## src/hw/rtl/pbdh_pkg.sv

```systemverilog
// Shared types and constants for the pairwise binned difference histogram.
// No dependencies; every other RTL file imports this package.
`default_nettype none

package pbdh_pkg;

  // Sizing
  localparam int MAX_SAMPLES = 4096;
  localparam int SAMPLE_AW   = $clog2(MAX_SAMPLES);
  localparam int CNT_W       = SAMPLE_AW + 1;
  localparam int MAX_BINS    = 1024;
  localparam int BIN_AW      = $clog2(MAX_BINS);
  localparam int NB_W        = 11;
  localparam logic [NB_W-1:0] NB_RESET = 11'd1000;
  localparam int COUNT_W     = 23;
  localparam logic [COUNT_W-1:0] COUNT_CAP = 23'h7FFFFF;

  // Divider and bin number widths
  localparam int DIV_W = 48;   // dividend and quotient
  localparam int DSR_W = 40;   // divisor and remainder
  localparam int MAG_W = 42;   // bin number magnitude
  localparam int BIN_W = MAG_W + 1;

  // Operation codes
  localparam logic OP_LOAD = 1'b0;
  localparam logic OP_READ = 1'b1;

  // Status codes
  localparam logic [1:0] ST_OK   = 2'd0;
  localparam logic [1:0] ST_ZERO = 2'd1;
  localparam logic [1:0] ST_CLIP = 2'd2;
  localparam logic [1:0] ST_OVER = 2'd3;

  typedef struct packed {
    logic               operation;
    logic signed [31:0] sample_value;
    logic               last_sample;
    logic [9:0]         bin_index;
  } in_item_t;

  typedef struct packed {
    logic [22:0] pair_count;
    logic [31:0] bin_width;
    logic        done_res;
    logic [1:0]  status;
  } out_item_t;

  typedef enum logic [4:0] {
    S_IDLE, S_CLEAR, S_RANGE, S_WSTART, S_WDIV, S_ZWR,
    S_BRD, S_BMUL, S_BDSTART, S_BDIV,
    S_PI, S_PI2, S_PA, S_PB, S_PC, S_PD, S_FINISH
  } state_t;

  // Controller to datapath
  typedef struct packed {
    logic accept;
    logic clr_write;
    logic rng_latch;
    logic div_start;
    logic div_sel_bin;
    logic width_latch;
    logic zero_write;
    logic smp_read;
    logic mul_latch;
    logic bin_write;
    logic bin_rd_i;
    logic bin_rd_j;
    logic bin_i_latch;
    logic diff_latch;
    logic hist_rd_pair;
    logic pair_write;
    logic pass_end;
  } ctrl_cmd_t;

  // Datapath to controller
  typedef struct packed {
    logic clr_last;
    logic range_zero;
    logic div_done;
    logic i_last;
    logic j_last;
    logic n_lt2;
  } dp_status_t;

endpackage

`default_nettype wire

```

## src/hw/rtl/pbdh_ctrl.sv

```systemverilog
// Controller state machine: sequences clear, width, bin and pair phases.
// Depends on pbdh_pkg.
`default_nettype none

module pbdh_ctrl (
  input  logic                 clk,
  input  logic                 rst,
  input  logic                 start,
  input  pbdh_pkg::in_item_t   item,
  input  pbdh_pkg::dp_status_t sts,
  output pbdh_pkg::ctrl_cmd_t  cmd,
  output logic                 busy,
  output logic                 result_strobe
);
  import pbdh_pkg::*;

  state_t state;
  state_t state_next;
  logic   pass_go;

  assign pass_go = (item.operation == OP_LOAD) && item.last_sample;

  always_ff @(posedge clk) begin
    if (rst) begin
      state         <= S_IDLE;
      result_strobe <= 1'b0;
    end else begin
      state         <= state_next;
      result_strobe <= (cmd.accept && !pass_go) || cmd.pass_end;
    end
  end

  // Next state
  always_comb begin
    state_next = state;
    case (state)
      S_IDLE:    if (start && pass_go) state_next = S_CLEAR;
      S_CLEAR:   if (sts.clr_last) state_next = S_RANGE;
      S_RANGE:   state_next = S_WSTART;
      S_WSTART:  state_next = S_WDIV;
      S_WDIV:    if (sts.div_done) state_next = sts.range_zero ? S_ZWR : S_BRD;
      S_ZWR:     state_next = S_FINISH;
      S_BRD:     state_next = S_BMUL;
      S_BMUL:    state_next = S_BDSTART;
      S_BDSTART: state_next = S_BDIV;
      S_BDIV: begin
        if (sts.div_done) begin
          if (!sts.i_last) state_next = S_BRD;
          else state_next = sts.n_lt2 ? S_FINISH : S_PI;
        end
      end
      S_PI:      state_next = S_PI2;
      S_PI2:     state_next = S_PB;
      S_PA:      state_next = S_PB;
      S_PB:      state_next = S_PC;
      S_PC:      state_next = S_PD;
      S_PD: begin
        if (sts.j_last && sts.i_last) state_next = S_FINISH;
        else if (sts.j_last) state_next = S_PI;
        else state_next = S_PA;
      end
      S_FINISH:  state_next = S_IDLE;
      default:   state_next = S_IDLE;
    endcase
  end

  // Command outputs
  always_comb begin
    cmd  = '0;
    busy = (state != S_IDLE);
    case (state)
      S_IDLE:    cmd.accept = start;
      S_CLEAR:   cmd.clr_write = 1'b1;
      S_RANGE:   cmd.rng_latch = 1'b1;
      S_WSTART:  cmd.div_start = 1'b1;
      S_WDIV:    cmd.width_latch = sts.div_done;
      S_ZWR:     cmd.zero_write = 1'b1;
      S_BRD:     cmd.smp_read = 1'b1;
      S_BMUL:    cmd.mul_latch = 1'b1;
      S_BDSTART: begin
        cmd.div_start   = 1'b1;
        cmd.div_sel_bin = 1'b1;
      end
      S_BDIV: begin
        cmd.div_sel_bin = 1'b1;
        cmd.bin_write   = sts.div_done;
      end
      S_PI:      cmd.bin_rd_i = 1'b1;
      S_PI2: begin
        cmd.bin_i_latch = 1'b1;
        cmd.bin_rd_j    = 1'b1;
      end
      S_PA:      cmd.bin_rd_j = 1'b1;
      S_PB:      cmd.diff_latch = 1'b1;
      S_PC:      cmd.hist_rd_pair = 1'b1;
      S_PD:      cmd.pair_write = 1'b1;
      S_FINISH:  cmd.pass_end = 1'b1;
      default:   cmd = '0;
    endcase
  end

endmodule

`default_nettype wire

```

## config.mk

```make
export PLATFORM = sky130hd
export DESIGN_NAME = pbdh_ctrl
export DESIGN_NICKNAME = d
export VERILOG_FILES = /design/src/hw/rtl/pbdh_pkg.sv /design/src/hw/rtl/pbdh_ctrl.sv
export SDC_FILE = /design/constraint.sdc
export NUM_CORES = 1
export LEC_CHECK = 0
export ABC_CLOCK_PERIOD_IN_PS = 1350
export BUFFER_PORTS_ARGS = -buffer_cell sky130_fd_sc_hd__buf_2
export CAP_MARGIN = 10
export CORE_MARGIN = 2
export CORE_UTILIZATION = 30
export CTS_CLUSTER_DIAMETER = 100
export DETAILED_ROUTE_END_ITERATION = 8
export PLACE_DENSITY = 0.72
export SETUP_SLACK_MARGIN = 0.2
export SYNTH_ARGS = -nofsm -noshare
export SYNTH_HDL_FRONTEND = slang
export SYNTH_SLANG_ARGS = --single-unit
```

## constraint.sdc

```tcl
create_clock -name clk -period 1.35 [get_ports clk]
set_input_delay 0.135 -clock clk [delete_from_list [all_inputs] [get_ports clk]]
set_output_delay 0.135 -clock clk [all_outputs]
set_load 0.05 [all_outputs]
```

==> metrics, run 1 <==
Antenna diodes=0; register area=roughly 130 um^2; CTS Root Cell=clkbuf_4; r2r worst-path depth=4; highest-delay cell along the critical path=dfxtp_4; Initial Utilization=approximately a third; worst skew pair latency=around 270 ps; r2r startpoint=state[2]; fillers=between 100 and 150; Routed WL per cell=approximately 17 um; pin count of the biggest net entering global routing=11; Die H=~53 um; io pins=between 70 and 80; Netlist cell types=35; WP buf/inv=2; worst hold stages=2; WS Path Type=flip-flop to primary output; Area Overhead vs Synth=141%; initial antenna violation count=0; global placer's final weighted congestion=~0.86; PnR worst setup slack=-264 ps; P per Cell Area=around 840 nW/um^2; layout cells sized above 1=74.1%; CTS Sinks=6; Worst-path clk slew=around 60 ps; setup violators final=23; RSZ-0062 raised after global routing=true; CP peak stage delay=around 390 ps; Total GRT Usage=between 20% and 30%; Seq/Total Area, Yosys=17.0%; Post-Route Hold Slack=113 ps; core box area=2210 um^2; Power, Total=approximately 1400 uW; Via-to-Cell Ratio=~5.4; Avg Inst Size Synth=approximately 6.7 um^2; status=finished, violations left; post-route ant nets=0; Die Wd=52.5 um; Nets=approximately 230; total CTS buffers=3; IO buf count=29; DRC=0; worst setup path startpoint=state[2]; met2 WL=1.75 mm; cell family with most CP delay=flip-flops; CTS tree=done; uppermost routed layer=met4; crit end category=primary output; via count=1069; Critical Path RT=between 1000 and 1500 ps; hold path startpoint=sts[3]; failing checks=setup timing; initial DRC count=17; H-tree depth=1; Max Root-Sink Buffers=2; Yosys reg bits=6; fin. max-slew vios=0; Leakage=0.000693 uW; Mapped Nets=roughly 160; clock period minus worst slack=1610 ps; crit-path cells=buf_6 > or3b_4 > a21oi_4 > buf_6; CP Depth=4; Max-slew headroom=about two thirds; met3 wire length=140 um; critical path's most frequent cell=buf_6; critical-path maximum fanout=6; Hold Path Class=primary input to flip-flop; CTS Hold Bufs=0; peak supply drop=0.000762 V; die area=~2800 um^2; Place WS=-253 ps; number of global-route vias before repair=1141; grt ovf=0; f_max=approximately 620 MHz; MaxCap Viol Count=0; Worst-Margin Slew=around 470 ps; Startpoint Class=flip-flop; Fin Clk Skew=10.4 ps; Worst Path Arrival=approximately 1500 ps; Yosys warning total=0; final period utilization=120%; mapped cell area=about 700 um^2; final hold vios=0; WL met1=~1.2 mm; Rows=17; placed wire-length estimate=about 2.0 mm; first-pass GRT wire length=around 5.4 mm; DRT Pass-1 Iters=4; final WL=~3.3 mm; Syn Inst Count=between 100 and 150; Multi-input gate area=827 um^2
## layer usage
metal | vias to the layer above | global-route usage (%)
li1 | 507 | -
met1 | 491 | 28.5
met2 | 56 | 51.2
met3 | 15 | 2.57
met4 | 0 | 15.4
met5 | - | 0
## cells by family (layout without fill, tap and decap cells)
family / after synthesis / count (layout) / share of synthesized area [%]
AO/OA/AOI/OAI: 22 / 22 / 20.7
XOR/XNOR: 1 / 1 / 1.24
buffers and inverters: 16 / 81 / 11.5
flip-flops: 6 / 6 / 17.0
multiplexers: 1 / 1 / 1.42
AND/OR/NAND/NOR: 59 / 59 / 48.1
## worst register-to-register path: stages (launching register included)
cell and delay [ps]:
dfxtp_4 370, or3_4 380, or3_4 370, nand4_4 140, o32ai_2 110
## worst paths after layout
path                    to  slack [ps]
setup / recovery    cmd[5]        -260
hold / removal    state[2]         110
setup reg to reg  state[3]        -140
hold reg to reg   state[0]         630
## power by group
group          switching [uW]  total, uW  internal, uW  leakage, uW
combinational             535        997           462     0.000627
clock                    89.7        192           102    0.0000138
sequential               32.4        236           204    0.0000520
total                     658       1430           768     0.000693
## sequential cells by signal, indices dropped and copies added, names as in the netlist
name           flops
result_strobe      1
state              5
## per-stage QoR
stage	utilization, %	instance area, um^2	setup TNS (ps)	instances
after floorplan	-	888	-484	105
after global placement	53.8	1190	-2130	180
after detailed placement	53.8	1190	-2830	180
after CTS	71.8	1590	-3350	197
after global routing	77.0	1700	-4560	198
final	77.0	1700	-3600	198
## what timing repair did
action | in CTS | in global routing
setup endpoints to repair | 24 | 24
buffers inserted | 14 | 1
pin swaps | 13 | 11
gates resized for setup | 79 | 23
## final cells by class
class                   instances  share of cell area, %
clock buffers                   3                   1.32
inverters                       8                   1.76
multi-input cells              83                   48.5
flip-flops and latches          6                   7.86
well taps                      28                   2.06
repair buffers                 70                   38.5
## layout by cell type (no fill, tap or decap), drive strengths merged, types with 3 or more instances in the layout
master / synthesis / routed
nor3: 10 / 10
nor2: 17 / 17
nand2: 6 / 6
clkbuf: 1 / 3
dfxtp: 6 / 6
and3: 3 / 3
o32ai: 3 / 3
nand2b: 6 / 6
a21oi: 6 / 6
o21ai: 4 / 4
buf: 7 / 70
inv: 8 / 8
## synth_stat cells
cell       number  area (um^2)
o21ai_0         2         10.0
dfxtp_1         6          120
a21o_1          1         7.51
o31ai_1         1         7.51
clkbuf_1        1         3.75
or3b_1          2         17.5
o32ai_1         3         26.3
or2b_1          1         7.51
inv_1           8         30.0
nand3_2         1         10.0
mux2i_1         1         10.0
or3_4           2         22.5
buf_2           5         25.0
and4b_1         1         10.0
and3_1          3         18.8
a21oi_1         6         30.0
nand2_1         6         22.5
and3b_1         2         17.5
nor2b_1         2         12.5
o21ai_1         2         10.0
nor2_1         17         63.8
nor4_1          1         6.26
nor3_1         10         50.1
xnor2_1         1         8.76
a211oi_1        2         15.0
a2111oi_0       1         8.76
nand4_2         1         12.5
nand3b_1        2         15.0
nor3b_1         1         7.51
o21bai_1        1         7.51
o211ai_1        2         15.0
a221oi_1        1         8.76
buf_6           2         22.5
nor4b_1         1         8.76
nand2b_1        6         37.5
No activity file was read; power rests on OpenSTA's default activity.
==> run 2, diff against run 1 <==
- ABC_CLOCK_PERIOD_IN_PS: 1350 -> not set
- CORE_MARGIN: 2 -> not set
==> run 2 against run 1 <==
- the flow still finishes with violations (setup timing)
- worst setup slack worse by 26 ps
- sequential power about the same
- routed wire length barely moved
- combinational power hardly changed
- maximum frequency shrank 1.6%
- sequential cell count unchanged
- count of clock-buffer cells in the layout is the same
- utilization is 1.8 points lower
- first-iteration DRC count down 18%
- highest routed layer unchanged
- global-route usage decreased by 1.5 points
- register-to-register slack lost 150 ps
- via count is 1.1% higher
==> metrics, run 2 (synthesis results as in run 1) <==
PnR worst setup slack=-291 ps (-26.2 ps); commonest non-fill, non-tap cell in the layout=buf_4; Max-slew headroom=70.8% (+2.4 points); Worst Path Arrival=1510 ps (+30 ps); setup violators final=23 (unchanged); number of global-route vias before repair=1113 (-2.5%); WL met1=1.21 mm (-0.33%); max reg flops=5 (unchanged); critical-path maximum fanout=5 (-1); pin count of the biggest net entering global routing=14 (+3); WP buf/inv=2 (unchanged); final period utilization=122% (+1.9 points); grt ovf=0 (unchanged); final WL=3.27 mm (about the same); CTS Sinks=6 (unchanged); Startpoint Class=flip-flop; crit end category=primary output; fin. max-slew vios=0 (unchanged); Max Root-Sink Buffers=2 (unchanged); via count=1081 (+1.1%); IO buf count=29 (unchanged); first-pass GRT wire length=4.87 mm (-9.0%); placed wire-length estimate=1.98 mm (+1.5%); crit-path cells=or3b_4 > buf_4 > nor3_4 > buf_6; post-route ant nets=0 (unchanged); status=finished, violations left; global placer's final weighted congestion=0.869 (+1.6%); final hold vios=0 (unchanged); initial DRC count=14 (-3); io pins=72 (unchanged); Worst-path clk slew=50 ps (about the same); failing checks=setup timing; CP peak stage delay=390 ps (about the same); met2 WL=1.85 mm (+5.9%); fillers=156 (+6.1%); clock period minus worst slack=1640 ps (+26.2 ps); initial antenna violation count=0 (unchanged); MaxCap Viol Count=0 (unchanged); Total GRT Usage=25.5% (-1.5 points); highest-delay cell along the critical path=or3b_4; Nets=225 (unchanged); Leakage=0.000697 uW (+0.54%); most frequent cells in the layout=buf_4, buf_6, nor2_4; met3 wire length=116 um (-17%); Hold Path Class=primary input to flip-flop; DRC=0 (unchanged); Most flops, register=state; CTS tree=done; Worst-Margin Slew=432 ps (-40.8 ps); layout cells sized above 1=71.8% (-2.4 points); RSZ-0062 raised after global routing=true; f_max=610 MHz (-1.6%); Routed WL per cell=16.5 um (about the same); Die H=50.5 um (-3.8%); post-layout util=75.3% (-1.8 points); CTS Root Cell=clkbuf_4; Antenna diodes=0 (unchanged); core box area=2210 um^2 (unchanged); total CTS buffers=3 (unchanged); WS Path Type=flip-flop to primary output; die area=2550 um^2 (-7.5%); Area Overhead vs Synth=136%; uppermost routed layer=met4; P per Cell Area=858 nW/um^2 (+2.6%); Largest regs=state: 5 flops, result_strobe: 1 flops; worst skew pair latency=250 ps (-20 ps); peak supply drop=0.000938 V (+23%); Rows=17 (unchanged); Via-to-Cell Ratio=5.46 (+1.1%); Critical Path RT=1220 ps (about the same); Initial Utilization=32.0% (unchanged); Die Wd=50.5 um (-3.8%); cell family with most CP delay=simple AND/OR/NAND/NOR gates; Power, Total=1430 uW (+0.24%); Fin Clk Skew=11.7 ps (+1.26 ps); H-tree depth=1 (unchanged); DRT Pass-1 Iters=4 (unchanged)
## run 2: layout make-up
type,instances,area [um^2],area share (%)
inverters,8,30.0,1.80
flip-flops and latches,6,136,8.19
well taps,28,35.0,2.10
multi-input cells,83,800,48.0
clock buffers,3,22.5,1.35
repair buffers,70,642,38.5
## run 2: through the flow
| step | hold WS, ps | cell area, um^2 | instances | TNS [ps] | setup slack [ps] |
|---|---|---|---|---|---|
| floorplan | 207 | 888 | 105 | -484 | -104 |
| global placement | 360 | 1200 | 182 | -1360 | -202 |
| detailed placement | 375 | 1200 | 182 | -2360 | -249 |
| CTS | 116 | 1450 | 187 | -3240 | -234 |
| global route | 121 | 1670 | 198 | -5640 | -397 |
| finish | 137 | 1670 | 198 | -4670 | -291 |
## run 2: path summary, 6_finish.rpt
check	from	to	slack, ps	cells past startpoint
max reg2reg	state[2]	state[3]	-290	7
min reg2reg	state[2]	state[1]	620	2
min	rst	result_strobe	140	2
max	state[3]	cmd[7]	-290	4
## run 2: metal layers
| layer | vias to the layer above | track usage (%) |
|---|---|---|
| met5 | - | 0 |
| met4 | 0 | 10.2 |
| met3 | 9 | 4.85 |
| met2 | 44 | 50.2 |
| met1 | 521 | 25.7 |
| li1 | 507 | - |
## run 2: what timing repair did
action,4_1_cts,5_1_grt
endpoints found under the setup margin,24,24
hold buffers,0,0
buffers inserted,2,11
endpoints found under the hold margin,0,0
gates resized for setup,61,35
pin swaps,5,11
## run 2: report_power, final
group / total (uW) / switching [uW] / internal [uW]
clock: 167 / 66.7 / 101
combinational: 1020 / 540 / 483
sequential: 239 / 36.4 / 202
total: 1430 / 643 / 786
==> run 3, diff against run 2 <==
- ABC_AREA: not set -> 1
- SKIP_CTS_REPAIR_TIMING: not set -> 1
==> run 3 against run 2 <==
- the flow still finishes with violations (setup timing)
- sequential cell count is the same
- worst hold slack lost 45 ps
- sequential power shrank 5%
- count of clock-buffer cells in the layout grew 1
- critical path depth grew 1
- maximum frequency grew 9.5%
- clock skew grew 1.7 ps
- synthesized area grew 1.2%
- utilization shrank 15 points
- global-route usage shrank 7.3 points
- critical endpoint is now cmd[11]
- largest power group unchanged
==> metrics, run 3 <==
Worst Path Arrival=1360 ps (-150 ps); Async SR Flop Fraction=0% (unchanged); grt ovf=0 (unchanged); ys flop type=dfxtp_1; Hold Path Class=primary input to flip-flop; post-route ant nets=0 (unchanged); CTS Root Cell=clkbuf_4; DRC=0 (unchanged); critical-path maximum fanout=7 (+2); worst reg-to-reg setup slack=-50 ps (+240 ps); H-tree depth=1 (unchanged); initial DRC count=38 (+24); first-pass GRT wire length=3.62 mm (-26%); DRT Pass-1 Iters=4 (unchanged); failing checks=setup timing; number of global-route vias before repair=899 (-19%); final period utilization=111% (-11 points); core box area=2230 um^2 (+0.96%); status=finished, violations left; f_max=668 MHz (+9.5%); layout cells sized above 1=59.0% (-13 points); Power, Total=989 uW (-31%); Max-slew headroom=84.0% (+13 points); Yosys reg bits=6 (unchanged); total CTS buffers=3 (unchanged); Avg Inst Size Synth=5.38 um^2 (-20%); final hold vios=0 (unchanged); Fin Clk Skew=13.4 ps (+1.68 ps); Via-to-Cell Ratio=4.86 (-11%); initial antenna violation count=0 (unchanged); synth cell count leaders=nand2_1, nor2_1, inv_1; Post-Route Hold Slack=92.2 ps (-44.5 ps); final WL=2.55 mm (-22%); worst skew pair latency=260 ps (about the same); fin. max-slew vios=0 (unchanged); setup violators final=19 (-17%); IO buf count=29 (unchanged); mapped cell area=716 um^2 (+1.2%); final instance area=1350 um^2 (-19%); Yosys warning total=0 (unchanged); Antenna diodes=0 (unchanged); Rows=17 (unchanged); Critical Path RT=1220 ps (about the same); count leader, synth=nand2_1; most frequent cells in the layout=nand2_1, buf_6, nor2_4; commonest non-fill, non-tap cell in the layout=nand2_1; Nets=232 (+3.1%); placed wire-length estimate=1.84 mm (-7.1%); largest cells by area after synthesis=nand2_1, dfxtp_1, nor2_1; Most flops, register=state; clock period minus worst slack=1500 ps (-143 ps); MaxCap Viol Count=0 (unchanged); Setup TNS Final=-1290 ps (+3380 ps); Worst-Margin Slew=240 ps (-193 ps); WS Path Type=flip-flop to primary output; RSZ-0062 raised after global routing=true; global placer's final weighted congestion=0.888 (+2.1%); Initial Utilization=32.0% (+0.088 points); Leakage=0.000683 uW (-1.9%); peak supply drop=0.000533 V (-43%); crit end category=primary output; Seq/Total Area, Yosys=16.8% (-0.21 points); io pins=72 (unchanged); max reg flops=5 (unchanged); Mapped Nets=186 (+18%); Max Root-Sink Buffers=2 (unchanged); via count=1001 (-7.4%); post-synth top area share=18.4% (+1.4 points); Largest regs=state: 5 flops, result_strobe: 1 flops; Die Wd=50.8 um (+0.58%); Syn Inst Count=133 (+27%); CTS Sinks=6 (unchanged); Die H=50.8 um (+0.58%); Area Overhead vs Synth=88.6%; pin count of the biggest net entering global routing=8 (-6); P per Cell Area=732 nW/um^2 (-15%); Total GRT Usage=18.2% (-7.3 points); Yosys top cell by area=nand2_1; PnR worst setup slack=-148 ps (+143 ps); CTS tree=done; Netlist cell types=18 (-49%); Post-synth EDFFs=0 (unchanged); placed cell area=1070 um^2 (-11%); Startpoint Class=flip-flop; Worst-path clk slew=60 ps (about the same); Routed WL per cell=12.4 um (-25%); die area=2580 um^2 (+1.2%)
==> run 3: cell count changes in the layout (fill, tap and decap cells not counted), sizes merged, moves of 3 or more <==
cell and delta:
inv +18, o32ai -3, and3 -3, nand2 +35
nand2b -6, clkbuf +3, nor2 +11, buf -29
nand3 +13, nor3 -8
==> run 3: cells by family (layout without fill, tap and decap cells) <==
logic type / Yosys count / in the layout / share of synthesized area (%)
and+or+nand+nor: 87 / 87 / 59.1
buffers and inverters: 28 / 73 / 15.2
AOI/OAI and AO/OA: 12 / 12 / 8.91
DFF: 6 / 6 / 16.8
==> run 3: worst max-delay path, stage by stage, from the launching register on <==
cell and delay [ps]:
dfxtp_4 390, nor2_4 170, buf_4 150, nand3_4 120, nor2_4 110, buf_6 160
==> run 3: metrics by stage <==
stage	utilization [%]	setup WS [ps]	instances
5_1_grt	60.4	-195	206
6_report	60.4	-148	206
2_1_floorplan	-	-101	133
4_1_cts	49.1	-299	203
3_5_place_dp	47.9	-61.1	199
3_3_place_gp	47.9	-51.7	199
==> run 3: worst paths after layout <==
| kind | startpoint | end | cells after the start |
|---|---|---|---|
| worst max-delay path | state[0] | cmd[11] | 5 |
| worst min-delay path | rst | state[0] | 2 |
| worst max register to register | state[3] | state[2] | 8 |
| worst min register to register | state[0] | state[0] | 3 |
==> run 3: cell type report <==
type / instances / area, um^2
Inverter: 27 / 123
Timing Repair Buffer: 42 / 360
Tap cell: 28 / 35.0
Fill cell: 192 / 883
Sequential cell: 6 / 139
Clock buffer: 4 / 26.3
Multi-Input combinational cell: 99 / 667
==> run 3: report_power, final <==
group / internal, uW / leakage [uW] / switching [uW]
registers: 190 / 0.0000526 / 37.5
clock network: 113 / 0.0000150 / 76.6
logic: 207 / 0.000616 / 365
total: 509 / 0.000683 / 479
==> run 3: metal layers <==
metal  wire length, um  track usage [%]  part of all wire [%]
met4                17             5.56                  0.67
met1              1040             21.5                    41
met3               197             4.17                   7.7
met5                 0                0                     0
met2              1300             32.4                    51
